===== config.mk =====
export PLATFORM = sky130hd
export DESIGN_NAME = checkerboard_alphabet_dedup_top
export DESIGN_NICKNAME = d
export VERILOG_FILES = /design/src/sv/cad_pkg.sv /design/src/sv/cad_seen_mem.sv /design/src/sv/cad_core.sv /design/src/sv/checkerboard_alphabet_dedup_top.sv
export SDC_FILE = /design/constraint.sdc
export NUM_CORES = 1
export LEC_CHECK = 0
export BUFFER_PORTS_ARGS = -buffer_cell sky130_fd_sc_hd__buf_2
export CAP_MARGIN = 5
export CORE_ASPECT_RATIO = 1.1
export CORE_UTILIZATION = 62
export DETAILED_ROUTE_END_ITERATION = 16
export HOLD_SLACK_MARGIN = 0.1
export PLACE_DENSITY = 0.79
export SKIP_CTS_REPAIR_TIMING = 1
export SYNTH_ARGS = -nofsm -noshare
export SYNTH_HDL_FRONTEND = slang
export SYNTH_HIERARCHICAL = 1
export SYNTH_SLANG_ARGS = --single-unit
export TNS_END_PERCENT = 50

===== constraint.sdc =====
create_clock -name clk -period 8.1 [get_ports clk]
set_clock_uncertainty 0.1 [all_clocks]
set_input_delay 1.62 -clock clk [delete_from_list [all_inputs] [get_ports clk]]
set_output_delay 1.62 -clock clk [all_outputs]
set_load 0.02 [all_outputs]

===== src/sv/cad_pkg.sv =====
package cad_pkg;

    // Alphabet capacity; the position field is 7 bits, so the count tops out at 127.
    localparam int KEY_DEPTH = 128;
    localparam int CAP_INT   = (KEY_DEPTH < 127) ? KEY_DEPTH : 127;

    localparam int CHAR_W  = 7;
    localparam int COUNT_W = 7;
    localparam int SEED_W  = 4;

    localparam logic [COUNT_W-1:0] CAP        = COUNT_W'(CAP_INT);
    localparam logic [SEED_W-1:0]  SEED_RESET = SEED_W'(8);

    // Seen-map: 128 bits held as rows of 8 bits
    localparam int BIT_AW = 3;
    localparam int ROW_W  = 1 << BIT_AW;
    localparam int ROW_AW = CHAR_W - BIT_AW;
    localparam int ROWS   = 1 << ROW_AW;

    typedef enum logic [1:0] {
        MODE_SEED  = 2'd0,
        MODE_ALPHA = 2'd1,
        MODE_END   = 2'd2,
        MODE_CLEAR = 2'd3
    } mode_t;

    typedef enum logic [2:0] {
        ST_APPENDED = 3'd0,
        ST_REJECT   = 3'd1,
        ST_FULL     = 3'd2,
        ST_INCOMP   = 3'd3,
        ST_SHORT    = 3'd4,
        ST_OK       = 3'd5
    } status_t;

    typedef struct packed {
        logic              printable;
        logic [CHAR_W-1:0] code;
    } fold_t;

    typedef struct packed {
        logic              we;
        logic [ROW_AW-1:0] addr;
        logic [ROW_W-1:0]  data;
    } mem_wr_t;

    typedef struct packed {
        status_t            status;
        logic [COUNT_W-1:0] position;
        logic [CHAR_W-1:0]  out_char;
    } result_t;

    // Fold lowercase to uppercase, then test for 0x20..0x7E.
    function automatic fold_t fold_char(input logic [7:0] raw);
        fold_t      f;
        logic [7:0] c;
        begin
            c = raw;
            if (raw >= 8'h61 && raw <= 8'h7A)
            begin
                c = raw - 8'h20;
            end
            f.printable = (c >= 8'h20) && (c <= 8'h7E);
            f.code      = c[CHAR_W-1:0];
            return f;
        end
    endfunction

endpackage


===== src/sv/cad_seen_mem.sv =====
module cad_seen_mem (
    input  logic                         clk,
    input  logic                         rd_en,
    input  logic [cad_pkg::ROW_AW-1:0]   rd_addr,
    output logic [cad_pkg::ROW_W-1:0]    rd_data,
    input  cad_pkg::mem_wr_t             wr
);

    logic [cad_pkg::ROW_W-1:0] mem [cad_pkg::ROWS];

    always_ff @(posedge clk)
    begin
        if (wr.we)
        begin
            mem[wr.addr] <= wr.data;
        end
    end

    // Read before write: a same-row write in this cycle is forwarded by the core
    always_ff @(posedge clk)
    begin
        if (rd_en)
        begin
            rd_data <= mem[rd_addr];
        end
    end

endmodule


===== src/sv/cad_core.sv =====
module cad_core (
    input  logic                          clk,
    input  logic                          rst_n,
    input  logic                          cfg_we,
    input  logic [cad_pkg::SEED_W-1:0]    cfg_wdata,
    input  logic                          accept,
    input  cad_pkg::mode_t                in_mode,
    input  cad_pkg::fold_t                in_fold,
    input  logic                          adv,
    input  logic [cad_pkg::ROW_W-1:0]     rd_data,
    output logic                          busy,
    output logic                          fire,
    output cad_pkg::result_t              result,
    output cad_pkg::mem_wr_t              wr
);

    logic                           s1_valid_reg, s1_valid_next;
    cad_pkg::mode_t                 s1_mode_reg;
    cad_pkg::fold_t                 s1_fold_reg;
    logic [cad_pkg::SEED_W-1:0]     seed_reg, seed_next;
    logic [cad_pkg::COUNT_W-1:0]    count_reg, count_next;
    logic [cad_pkg::ROWS-1:0]       row_valid_reg, row_valid_next;
    logic                           fwd_hit_reg, fwd_hit_next;
    logic [cad_pkg::ROW_W-1:0]      fwd_data_reg;

    logic [cad_pkg::ROW_AW-1:0]     row;
    logic [cad_pkg::BIT_AW-1:0]     bit_sel;
    logic [cad_pkg::ROW_W-1:0]      row_word;
    logic                           seen;
    logic                           seed_done;
    cad_pkg::status_t               try_status;
    cad_pkg::status_t               status;

    assign row     = s1_fold_reg.code[cad_pkg::CHAR_W-1:cad_pkg::BIT_AW];
    assign bit_sel = s1_fold_reg.code[cad_pkg::BIT_AW-1:0];

    // Rows never written since reset or clear read as zero; forward the last write
    always_comb
    begin
        if (!row_valid_reg[row])
        begin
            row_word = '0;
        end
        else if (fwd_hit_reg)
        begin
            row_word = fwd_data_reg;
        end
        else
        begin
            row_word = rd_data;
        end
    end

    assign seen      = row_word[bit_sel];
    assign seed_done = count_reg >= {{(cad_pkg::COUNT_W - cad_pkg::SEED_W){1'b0}}, seed_reg};

    always_comb
    begin
        if (!s1_fold_reg.printable || seen)
        begin
            try_status = cad_pkg::ST_REJECT;
        end
        else if (count_reg >= cad_pkg::CAP)
        begin
            try_status = cad_pkg::ST_FULL;
        end
        else
        begin
            try_status = cad_pkg::ST_APPENDED;
        end

        case (s1_mode_reg)
            cad_pkg::MODE_SEED:  status = seed_done ? cad_pkg::ST_FULL : try_status;
            cad_pkg::MODE_ALPHA: status = seed_done ? try_status : cad_pkg::ST_INCOMP;
            cad_pkg::MODE_END:   status = seed_done ? cad_pkg::ST_OK : cad_pkg::ST_SHORT;
            default:             status = cad_pkg::ST_OK;
        endcase
    end

    assign busy = s1_valid_reg;
    assign fire = s1_valid_reg && adv;

    always_comb
    begin
        result.status   = status;
        result.out_char = (status == cad_pkg::ST_APPENDED) ? s1_fold_reg.code : '0;
        result.position = (status == cad_pkg::ST_APPENDED) ? count_reg : '0;

        wr.we   = fire && (status == cad_pkg::ST_APPENDED);
        wr.addr = row;
        wr.data = row_word | (cad_pkg::ROW_W'(1) << bit_sel);
    end

    always_comb
    begin
        seed_next      = cfg_we ? cfg_wdata : seed_reg;
        count_next     = count_reg;
        row_valid_next = row_valid_reg;
        if (fire && s1_mode_reg == cad_pkg::MODE_CLEAR)
        begin
            count_next     = '0;
            row_valid_next = '0;
        end
        else if (wr.we)
        begin
            count_next          = count_reg + cad_pkg::COUNT_W'(1);
            row_valid_next[row] = 1'b1;
        end

        if (accept)
        begin
            s1_valid_next = 1'b1;
        end
        else if (adv)
        begin
            s1_valid_next = 1'b0;
        end
        else
        begin
            s1_valid_next = s1_valid_reg;
        end

        fwd_hit_next = fwd_hit_reg;
        if (accept)
        begin
            fwd_hit_next = wr.we &&
                (wr.addr == in_fold.code[cad_pkg::CHAR_W-1:cad_pkg::BIT_AW]);
        end
    end

    always_ff @(posedge clk or negedge rst_n)
    begin
        if (!rst_n)
        begin
            s1_valid_reg  <= 1'b0;
            seed_reg      <= cad_pkg::SEED_RESET;
            count_reg     <= '0;
            row_valid_reg <= '0;
            fwd_hit_reg   <= 1'b0;
        end
        else
        begin
            s1_valid_reg  <= s1_valid_next;
            seed_reg      <= seed_next;
            count_reg     <= count_next;
            row_valid_reg <= row_valid_next;
            fwd_hit_reg   <= fwd_hit_next;
        end
    end

    always_ff @(posedge clk)
    begin
        if (accept)
        begin
            s1_mode_reg  <= in_mode;
            s1_fold_reg  <= in_fold;
            fwd_data_reg <= wr.data;
        end
    end

`ifndef ASSERT_OFF
    a_count_cap: assert property (@(posedge clk) disable iff (!rst_n)
        count_reg <= cad_pkg::CAP)
        else $error("alphabet count beyond capacity");

    a_clear_empties: assert property (@(posedge clk) disable iff (!rst_n)
        (fire && s1_mode_reg == cad_pkg::MODE_CLEAR) |=> (count_reg == '0 && row_valid_reg == '0))
        else $error("clear left state behind");

    a_append_counts: assert property (@(posedge clk) disable iff (!rst_n)
        wr.we |=> (count_reg == $past(count_reg) + cad_pkg::COUNT_W'(1)))
        else $error("append did not advance count");

    a_write_marks_row: assert property (@(posedge clk) disable iff (!rst_n)
        wr.we |=> row_valid_reg[$past(row)])
        else $error("written row not marked valid");
`endif

endmodule


===== src/sv/checkerboard_alphabet_dedup_top.sv =====
// Channel  | Signals                          | Word layout (low bit first)
// ---------+----------------------------------+-------------------------------------------
// input    | s_axis_tvalid/tready/tdata/tuser | tdata: in_byte[7:0]; tuser: mode[1:0]
// output   | m_axis_tvalid/tready/tdata       | tdata: out_char[6:0] position[13:7]
//          |                                  |        status[16:14], zero pad [23:17]
// config   | cfg_we, cfg_wdata                | cfg_wdata: seed_count[3:0]
//
// One word per cycle sustained while the output is not stalled; each word passes from accept
// to result through the seen-map row read, then test, update and result register.
// The seen-map row read-modify-write is the loop; a write to the row the next word
// reads is forwarded, so back-to-back words on the same row need no bubble.
// Reset clears the count and the row valid bits at once; no clearing pass.
// A stalled output holds the result register and stops new words only once
// the decision stage is also full.
module checkerboard_alphabet_dedup_top (
    input  logic        clk,
    input  logic        rst_n,
    input  logic        cfg_we,
    input  logic [3:0]  cfg_wdata,      // seed_count
    input  logic        s_axis_tvalid,
    output logic        s_axis_tready,
    input  logic [7:0]  s_axis_tdata,   // in_byte[7:0]
    input  logic [1:0]  s_axis_tuser,   // mode[1:0]
    output logic        m_axis_tvalid,
    input  logic        m_axis_tready,
    output logic [23:0] m_axis_tdata    // out_char[6:0], position[13:7], status[16:14]
);

    logic                          accept;
    logic                          adv;
    logic                          busy;
    logic                          fire;
    cad_pkg::fold_t                in_fold;
    cad_pkg::mode_t                in_mode;
    cad_pkg::result_t              result;
    cad_pkg::mem_wr_t              wr;
    logic [cad_pkg::ROW_W-1:0]     rd_data;

    logic                          m_valid_reg, m_valid_next;
    logic [23:0]                   m_data_reg;

    // Fold and classify the incoming byte before the row read
    assign in_fold = cad_pkg::fold_char(s_axis_tdata);
    assign in_mode = cad_pkg::mode_t'(s_axis_tuser);

    // Decision stage advances when the output register is free or being drained
    assign adv           = !m_valid_reg || m_axis_tready;
    assign s_axis_tready = !busy || adv;
    assign accept        = s_axis_tvalid && s_axis_tready;

    cad_seen_mem u_mem (
        .clk     (clk),
        .rd_en   (accept),
        .rd_addr (in_fold.code[cad_pkg::CHAR_W-1:cad_pkg::BIT_AW]),
        .rd_data (rd_data),
        .wr      (wr)
    );

    cad_core u_core (
        .clk       (clk),
        .rst_n     (rst_n),
        .cfg_we    (cfg_we),
        .cfg_wdata (cfg_wdata),
        .accept    (accept),
        .in_mode   (in_mode),
        .in_fold   (in_fold),
        .adv       (adv),
        .rd_data   (rd_data),
        .busy      (busy),
        .fire      (fire),
        .result    (result),
        .wr        (wr)
    );

    // Output register: load on fire, drop when taken
    always_comb
    begin
        if (fire)
        begin
            m_valid_next = 1'b1;
        end
        else if (m_axis_tready)
        begin
            m_valid_next = 1'b0;
        end
        else
        begin
            m_valid_next = m_valid_reg;
        end
    end

    always_ff @(posedge clk or negedge rst_n)
    begin
        if (!rst_n)
        begin
            m_valid_reg <= 1'b0;
        end
        else
        begin
            m_valid_reg <= m_valid_next;
        end
    end

    always_ff @(posedge clk)
    begin
        if (fire)
        begin
            m_data_reg <= {7'b0, result.status, result.position, result.out_char};
        end
    end

    assign m_axis_tvalid = m_valid_reg;
    assign m_axis_tdata  = m_data_reg;

endmodule

==> metrics.txt, run 1 <==
outcome finished, final reports clean; Yosys warnings 6; Worst Setup End Kind flip-flop; Worst setup endpoint u_mem/mem[0][6]$_DFFE_PP_; fin crit share 58.6%; Syn-to-layout area delta 10.7%; hpwl dp approximately 10 mm; setup TNS 0 ns; worst path required time ~8.1 ns; Synth area leaders edfxtp_1 59%, dfrtp_1 8.4%, mux4_2 6.3%; # setup viols final 0; EDFF count, synth approximately 170; count leader, synth edfxtp_1; die area approximately 14000 um2; vias in the first global route between 4000 and 5000; Critical Path Source Type flip-flop; wire per inst 21.9 um; GRT Residual Overflow 0; 1st-iter DRT viols 350; initial antenna violation count 0; CTS tree yes; R2R depth 8; Max VDD drop just under 300 uV; sequential fraction of the synthesis area between 60% and 70%; Final Slew Violations 0; max reg flops 128; I/O pins 45; Yosys reg bits around 200; Static Leakage approximately 3.5 nW; Via Count ~4700; via/cell ratio 6.31; Worst R2R End u_mem/mem[0][6]$_DFFE_PP_; Worst Setup Slack post-DPL approximately 3.4 ns; Root Driver clkbuf_16; antenna cells 0; Die Span Y about 130 um; latest clock arrival within the worst-skew pair 0.49 ns; mapped cell area approximately 8600 um2; Sink Count approximately 200; Synth top cells by count 171 x edfxtp_1, 36 x nand2_1, 29 x dfrtp_1; TritonCTS buffer count 21; r2r startpoint u_core/wr[8]$_DFFE_PP_; Initial Utilization 64.6%; crit-path max FO 25; maximum clock rate 0.211 GHz; drt first pass iters 7; pwr dens ~240 nW/um2; Unique masters post-synth 63; crit path kind flip-flop to flip-flop; Tot Pwr 2.33 mW; worst-case clock buffer depth 3; share of the synthesized area in the top cell type 59.4%; Post-Synthesis Cells between 500 and 600; synthesized area per cell ~17 um2; share of cells above drive strength 1 between 20% and 30%; port buffer count 37; nets@finish approximately 580; CORE AREA around 13000 um2; hold violation count in the final report 0; GRT Total Usage approximately a quarter; Worst-Margin Slew 1.26 ns; Top FF cell, synth edfxtp_1; Non-Filler Instances between 700 and 800; reg2reg setup slack 3.36 ns; H-tree depth 1; setup ws final between 3 and 4 ns; GP Congestion a little under 0.9; max_cap viols 0; worst min path class flip-flop to flip-flop; Crit. Startpoint u_core/wr[8]$_DFFE_PP_; num rows 44; final wirelength between 15 and 20 mm; dpl cells a little over 700; slew margin rel. 15.8%; largest net degree at the start of global routing 38; post-synth top area cell edfxtp_1; CP arrival ~4.8 ns; crit path time final 4.74 ns; RSZ-0062 raised after global routing false; post-route ant nets 0; Remaining DRCs 0; Die Wd about 110 um; global-route wire length before repair 25.5 mm; clk slew on worst S/H paths 0.06 ns; ys async rst share 14.9%
[report_power, final]
part | internal (mW) | switching [mW] | total [mW]
logic | 0.0779 | 0.138 | 0.216
clock network | 0.536 | 0.368 | 0.904
registers | 1.18 | 0.0354 | 1.21
total | 1.79 | 0.541 | 2.33
[metrics by stage]
step	util, %	hold slack, ns	area (um2)
finish	71.5	0.393	9570
global route	71.5	0.424	9570
CTS	71.5	0.390	9570
detailed placement	66.6	0.377	8910
global placement	66.6	0.367	8910
floorplan	-	0.343	8670
[metal layers]
layer / track usage, % / vias to the layer above / routed length, um
met2: 40.5 / 198 / 8350
met3: 3.95 / 39 / 999
li1: - / 2101 / -
met4: 9.01 / 0 / 562
met5: 0 / - / 0
met1: 31.5 / 2389 / 6460
[layout make-up]
type | count | area (um2)
fill | 838 | 3810
sequential | 201 | 5890
multi-input combinational | 268 | 2510
tap | 184 | 230
clock inverter | 10 | 76.3
clock buffer | 28 | 582
inverter | 15 | 56.3
timing repair buffer | 43 | 230
[logic make-up (layout without fill, tap and decap cells)]
kind of cell | count (synthesis) | in the layout | share of synthesized area (%)
AOI/OAI and AO/OA | 68 | 68 | 6.08
xor gates and xnor gates | 4 | 4 | 0.405
adders and majority gates | 6 | 6 | 0.868
buffers and inverters | 51 | 96 | 3.47
DFF | 201 | 201 | 68.1
muxes | 55 | 55 | 12.9
other | 1 | 7 | 0.0434
and+or+nand+nor | 128 | 128 | 8.12
[critical path: stages (launching register included)]
cell       delay (ns)
edfxtp_1         0.89
mux4_2           0.59
nand3_1          0.11
nand4_1          0.31
a2111oi_4        0.39
buf_4            0.32
and2_1           0.34
or3b_2           0.52
nor3_1           0.78
[cell usage in the layout (no fill, tap or decap), drive strengths merged, types with 6 or more instances in the layout]
| cell type | Yosys | routed |
|---|---|---|
| edfxtp | 171 | 171 |
| buf | 25 | 43 |
| mux4 | 40 | 40 |
| nand2 | 36 | 36 |
| dfrtp | 29 | 29 |
| clkbuf | 8 | 28 |
| nor2 | 20 | 20 |
| and2 | 19 | 19 |
| a22oi | 16 | 16 |
| inv | 15 | 16 |
| o21ai | 15 | 15 |
| nand3 | 13 | 13 |
| mux2i | 11 | 11 |
| nor3 | 8 | 8 |
| clkinv | 0 | 8 |
| conb | 1 | 7 |
| ha | 6 | 6 |
| a32o | 6 | 6 |
| a21oi | 6 | 6 |
[how the worst min path moves through the flow]
stage                                                    start                                   end  cells after the start
after detailed placement  u_core/row_valid_reg[10]$_DFFE_PN0P_  u_core/row_valid_reg[10]$_DFFE_PN0P_                      2
final                      u_core/row_valid_reg[5]$_DFFE_PN0P_   u_core/row_valid_reg[5]$_DFFE_PN0P_                      1
after global routing       u_core/row_valid_reg[0]$_DFFE_PN0P_   u_core/row_valid_reg[0]$_DFFE_PN0P_                      2
after global placement    u_core/row_valid_reg[14]$_DFFE_PN0P_  u_core/row_valid_reg[14]$_DFFE_PN0P_                      2
after CTS                 u_core/row_valid_reg[10]$_DFFE_PN0P_  u_core/row_valid_reg[10]$_DFFE_PN0P_                      2
after floorplan            u_core/row_valid_reg[6]$_DFFE_PN0P_   u_core/row_valid_reg[6]$_DFFE_PN0P_                      2
No activity file was read; power rests on OpenSTA's default activity.
==> run 2: changes to the inputs <==
--- a/config.mk
+++ b/config.mk
@@ -8,10 +8,10 @@
 export BUFFER_PORTS_ARGS = -buffer_cell sky130_fd_sc_hd__buf_2
 export CAP_MARGIN = 5
 export CORE_ASPECT_RATIO = 1.1
-export CORE_UTILIZATION = 62
+export CORE_UTILIZATION = 55
 export DETAILED_ROUTE_END_ITERATION = 16
 export HOLD_SLACK_MARGIN = 0.1
-export PLACE_DENSITY = 0.79
+export PLACE_DENSITY = 0.74
 export SKIP_CTS_REPAIR_TIMING = 1
 export SYNTH_ARGS = -nofsm -noshare
 export SYNTH_HDL_FRONTEND = slang
==> constraint.sdc (replaced) <==
create_clock -name clk -period 3.94 [get_ports clk]
set_clock_uncertainty 0.1 [all_clocks]
set_input_delay 0.788 -clock clk [delete_from_list [all_inputs] [get_ports clk]]
set_output_delay 0.788 -clock clk [all_outputs]
set_load 0.02 [all_outputs]
==> metrics.txt, run 2 (same netlist as run 1, synthesis figures left out) <==
outcome finished, final reports clean; reg2reg setup slack 0.39 ns (-2.96 ns); final wirelength 17.4 mm (+6.4%); Max VDD drop 433 uV (+46%); Worst R2R End u_mem/mem[0][6]$_DFFE_PP_; WL met1 7.29 mm (+13%); final hold slack 0.235 ns (-0.158 ns); Initial Utilization 56.8% (-7.9 points); dpl cells 747 (+5.1%); GP Congestion 0.862 (-1.2%); num rows 47 (+6.8%); max reg flops 128 (unchanged); 1st-iter DRT viols 452 (+29%); Non-Filler Instances 784 (+4.7%); hold violation count in the final report 0 (unchanged); Sink Count 201 (unchanged); Crit. Startpoint u_core/wr[8]$_DFFE_PP_; drt first pass iters 5 (-2); R2R depth 8 (unchanged); slew margin rel. 16.9% (+1.1 points); CP top delay family simple AND/OR/NAND/NOR gates; Root Driver clkbuf_16; GRT Residual Overflow 0 (unchanged); I/O pins 45 (unchanged); maximum clock rate 0.282 GHz (+34%); fin crit share 90.0% (+31 points); crit path time final 3.55 ns (-1.20 ns); Worst-Margin Slew 1.25 ns (-0.0167 ns); Via Count 4820 (+2.0%); Worst Setup End Kind flip-flop; crit-path max FO 13 (-48%); r2r startpoint u_core/wr[8]$_DFFE_PP_; latest clock arrival within the worst-skew pair 0.50 ns (about the same); Slowest cell on crit path edfxtp_1; H-tree depth 1 (unchanged); RSZ-0062 raised after global routing false; Static Leakage 3.59 nW (+3.8%); largest stage delay on the critical path 0.70 ns (-0.19 ns); crit path buf inv count 1 (unchanged); share of cells above drive strength 1 25.0% (+3.8 points); setup TNS 0 ns (unchanged); wire per inst 22.2 um (+1.7%); max_cap viols 0 (unchanged); commonest cells after routing, fill and taps aside 171 x edfxtp_1, 37 x buf_2, 36 x nand2_1; worst-case clock buffer depth 3 (unchanged); Remaining DRCs 0 (unchanged); vias in the first global route 4883 (+3.5%); TritonCTS buffer count 21 (unchanged); die area 16200 um2 (+13%); CORE AREA 15200 um2 (+14%); antenna cells 0 (unchanged); clk slew on worst S/H paths 0.06 ns (about the same); worst-path cell chain mux4_2, nand3_1, nand4_1, a2111oi_4, and2_1, or3b_2, nor3_1, buf_4; # setup viols final 0 (unchanged); CP arrival 3.65 ns (-1.10 ns); WP depth 8 (unchanged); nets@finish 600 (+4.3%); Die Wd 122 um (+6.1%); Syn-to-layout area delta 13.2%; worst path required time 4.04 ns (-4.07 ns); hpwl dp 11.4 mm (+9.6%); commonest non-fill, non-tap cell in the layout edfxtp_1; worst min path class input port to asynchronous set/reset pin; via/cell ratio 6.15 (-2.6%); crit path kind flip-flop to flip-flop; Final Slew Violations 0 (unchanged); Die Span Y 133 um (+6.1%); largest net degree at the start of global routing 31 (-18%); global-route wire length before repair 27.1 mm (+6.2%); CTS tree yes; top sig layer met4; Filler cells 1043 (+24%); port buffer count 37 (unchanged); GRT Total Usage 22.5% (-1.4 points); DR WL met2 8.35 mm (+0.11%); WL met3 1.20 mm (+20%); pwr dens 496 nW/um2 (+100%); Worst setup endpoint u_mem/mem[0][6]$_DFFE_PP_; initial antenna violation count 0 (unchanged); Critical Path Source Type flip-flop; post-route ant nets 0 (unchanged)
-- run 2: where the power goes --
part | total, mW | leakage [nW] | switching (mW) | internal, mW
Clock | 1.89 | 0.321 | 0.779 | 1.11
Combinational | 0.467 | 1.27 | 0.299 | 0.168
Sequential | 2.49 | 2.00 | 0.0682 | 2.42
Total | 4.85 | 3.59 | 1.15 | 3.70
-- run 2: how the worst min path moves through the flow --
stage / slack [ns] / endpoint / depth (start not counted) / start
4_1_cts: 0.25 / u_core/seed_reg[0]$_DFFE_PN0P_ / 1 / rst_n
2_1_floorplan: 0.34 / u_core/row_valid_reg[6]$_DFFE_PN0P_ / 2 / u_core/row_valid_reg[6]$_DFFE_PN0P_
6_report: 0.24 / u_core/count_reg[5]$_DFFE_PN0P_ / 1 / rst_n
3_5_place_dp: 0.38 / u_core/row_valid_reg[11]$_DFFE_PN0P_ / 2 / u_core/row_valid_reg[11]$_DFFE_PN0P_
5_1_grt: 0.28 / u_core/count_reg[5]$_DFFE_PN0P_ / 1 / rst_n
3_3_place_gp: 0.36 / u_core/row_valid_reg[6]$_DFFE_PN0P_ / 2 / u_core/row_valid_reg[6]$_DFFE_PN0P_
-- run 2: final cells by class --
cell class	instances	area (um2)	share of cell area, %
multi-input combinational	268	2510	25.7
timing repair buffer	68	422	4.31
clock buffer	22	529	5.41
inverter	15	56.3	0.576
sequential	201	5890	60.2
clock inverter	14	134	1.37
tap	196	245	2.51
-- run 2: per-layer routing --
layer / global-route usage [%] / vias up
met3: 4.62 / 52
li1: - / 2143
met1: 30.3 / 2432
met2: 36.3 / 193
met5: 0 / -
met4: 8.57 / 0
-- run 2: per-stage QoR --
step	utilization [%]	area, um2	setup WS [ns]	power (mW)
3_3_place_gp	59.8	9110	0.542	2.98
4_1_cts	64.2	9770	0.413	4.88
5_1_grt	64.2	9780	0.181	5.01
3_5_place_dp	59.8	9110	0.452	3.00
6_report	64.2	9780	0.393	4.85
2_1_floorplan	-	8670	0.282	2.84
==> run 3: changes to the inputs <==
--- a/config.mk
+++ b/config.mk
@@ -8,10 +8,11 @@
 export BUFFER_PORTS_ARGS = -buffer_cell sky130_fd_sc_hd__buf_2
 export CAP_MARGIN = 5
 export CORE_ASPECT_RATIO = 1.1
-export CORE_UTILIZATION = 55
+export CORE_UTILIZATION = 57
+export CTS_BUF_LIST = sky130_fd_sc_hd__clkbuf_2 sky130_fd_sc_hd__clkbuf_4 sky130_fd_sc_hd__clkbuf_8
 export DETAILED_ROUTE_END_ITERATION = 16
 export HOLD_SLACK_MARGIN = 0.1
-export PLACE_DENSITY = 0.74
+export PLACE_DENSITY = 0.76
 export SKIP_CTS_REPAIR_TIMING = 1
 export SYNTH_ARGS = -nofsm -noshare
 export SYNTH_HDL_FRONTEND = slang
==> metrics.txt, run 3 (same netlist as run 1, synthesis figures left out) <==
Util after Layout 66.1% (+1.9 points); Seq. cell area 5890 um2 (unchanged); I/O pins 45 (unchanged); max_cap viols 0 (unchanged); TritonCTS buffer count 30 (+43%); GRT Total Usage 22.5% (about the same); share of cells above drive strength 1 26.4% (+1.4 points); global-route wire length before repair 26.9 mm (-0.84%); Worst Setup End Kind flip-flop; Die Wd 119 um (-1.7%); num rows 46 (-2.1%); initial antenna violation count 0 (unchanged); vias in the first global route 4845 (-0.78%); Static Leakage 3.56 nW (-0.93%); Tot Pwr 4.54 mW (-6.4%); Worst-Margin Slew 1.27 ns (+0.0276 ns); GP Congestion 0.881 (+2.2%); nets@finish 607 (+1.2%); CTS tree yes; fin crit share 90.3% (+0.23 points); antenna cells 0 (unchanged); slew margin rel. 15.1% (-1.8 points); final hold slack 0.162 ns (-0.0732 ns); via/cell ratio 6.08 (-1.0%); Initial Utilization 59.1% (+2.4 points); hpwl dp 11.3 mm (-0.59%); wire per inst 21.4 um (-3.9%); CP arrival 3.72 ns (+0.07 ns); outcome finished, final reports clean; Design Area, Final 9660 um2 (-1.2%); Filler cells 1003 (-3.8%); die area 15700 um2 (-3.5%); worst min path class input port to asynchronous set/reset pin; pwr dens 470 nW/um2 (-5.3%); # setup viols final 0 (unchanged); Remaining DRCs 0 (unchanged); largest net degree at the start of global routing 31 (unchanged); 1st-iter DRT viols 345 (-24%); RSZ-0062 raised after global routing false; latest clock arrival within the worst-skew pair 0.57 ns (+0.07 ns); Final Slew Violations 0 (unchanged); setup ws final 0.384 ns (-0.00895 ns); Critical Path Source Type flip-flop; CORE AREA 14600 um2 (-4.0%); GRT Residual Overflow 0 (unchanged); Max VDD drop 288 uV (-33%); maximum clock rate 0.281 GHz (-0.25%); hold violation count in the final report 0 (unchanged); dpl cells 742 (-0.67%); worst-case clock buffer depth 3 (unchanged); Syn-to-layout area delta 11.8%; crit path kind flip-flop to flip-flop; Root Driver clkbuf_8; Non-Filler Instances 797 (+1.7%); Top cell by count, worst path mux2i_1; final wirelength 17.0 mm (-2.3%); Slowest cell on crit path dfrtp_1; Worst Setup Slack post-DPL 0.400 ns (-0.0520 ns); commonest cells after routing, fill and taps aside 171 x edfxtp_1, 37 x buf_2, 36 x nand2_1; crit-path max FO 13 (unchanged); Die Span Y 131 um (-1.7%); crit path buf inv count 1 (unchanged); H-tree depth 1 (unchanged); drt first pass iters 5 (unchanged); Sink Count 201 (unchanged); area of the multi-input gates 2510 um2 (unchanged); crit path time final 3.56 ns (+0.00895 ns); CP top delay family multiplexers; max reg flops 128 (unchanged); post-place instance area 9100 um2 (-0.14%); post-route ant nets 0 (unchanged); largest stage delay on the critical path 0.74 ns (+0.04 ns); Via Count 4849 (+0.60%); port buffer count 37 (unchanged); worst-path cell chain mux4_1, mux2i_1, mux2i_1, a2111oi_4, and2_1, or3b_2, nor3_1, buf_4; clk slew on worst S/H paths 0.07 ns (about the same); commonest non-fill, non-tap cell in the layout edfxtp_1; worst path required time 4.11 ns (+0.07 ns); setup TNS 0 ns (unchanged)
-- run 3: path summary, 6_finish.rpt --
kind | from | to | slack, ns | depth (start not counted)
worst max-delay path | u_core/fwd_hit_reg$_DFFE_PN0P_ | u_mem/mem[0][7]$_DFFE_PP_ | 0.38 | 8
worst min-delay path | rst_n | u_core/count_reg[4]$_DFFE_PN0P_ | 0.16 | 1
worst max register to register | u_core/fwd_hit_reg$_DFFE_PN0P_ | u_mem/mem[0][7]$_DFFE_PP_ | 0.38 | 8
worst min register to register | u_core/row_valid_reg[6]$_DFFE_PN0P_ | u_core/row_valid_reg[6]$_DFFE_PN0P_ | 0.38 | 2
max in group asynchronous | rst_n | u_core/busy$_DFFE_PN0P_ | 3.12 | 1
min in group clk | s_axis_tuser[0] | u_core/s1_mode_reg[0]$_DFFE_PP_ | 0.32 | 1
-- run 3: cell type report --
cell class / count / share of cell area, %
Clock buffer: 41 / 5.19
Clock inverter: 14 / 0.673
Inverter: 15 / 0.583
Multi-Input combinational cell: 268 / 26.0
Sequential cell: 201 / 60.9
Tap cell: 192 / 2.49
Timing Repair Buffer: 66 / 4.17
-- run 3: layer usage --
metal / vias to the layer above / global-route usage [%] / share of wire (%)
li1: 2165 / - / -
met1: 2438 / 31.3 / 42
met2: 206 / 36.1 / 49
met3: 40 / 3.47 / 6.0
met4: 0 / 8.82 / 3.0
met5: - / 0 / 0
-- run 3: power breakdown --
part	internal [mW]	total [mW]	switching, mW
Clock	0.825	1.59	0.760
Sequential	2.42	2.49	0.0652
Combinational	0.166	0.464	0.298
Total	3.42	4.54	1.12
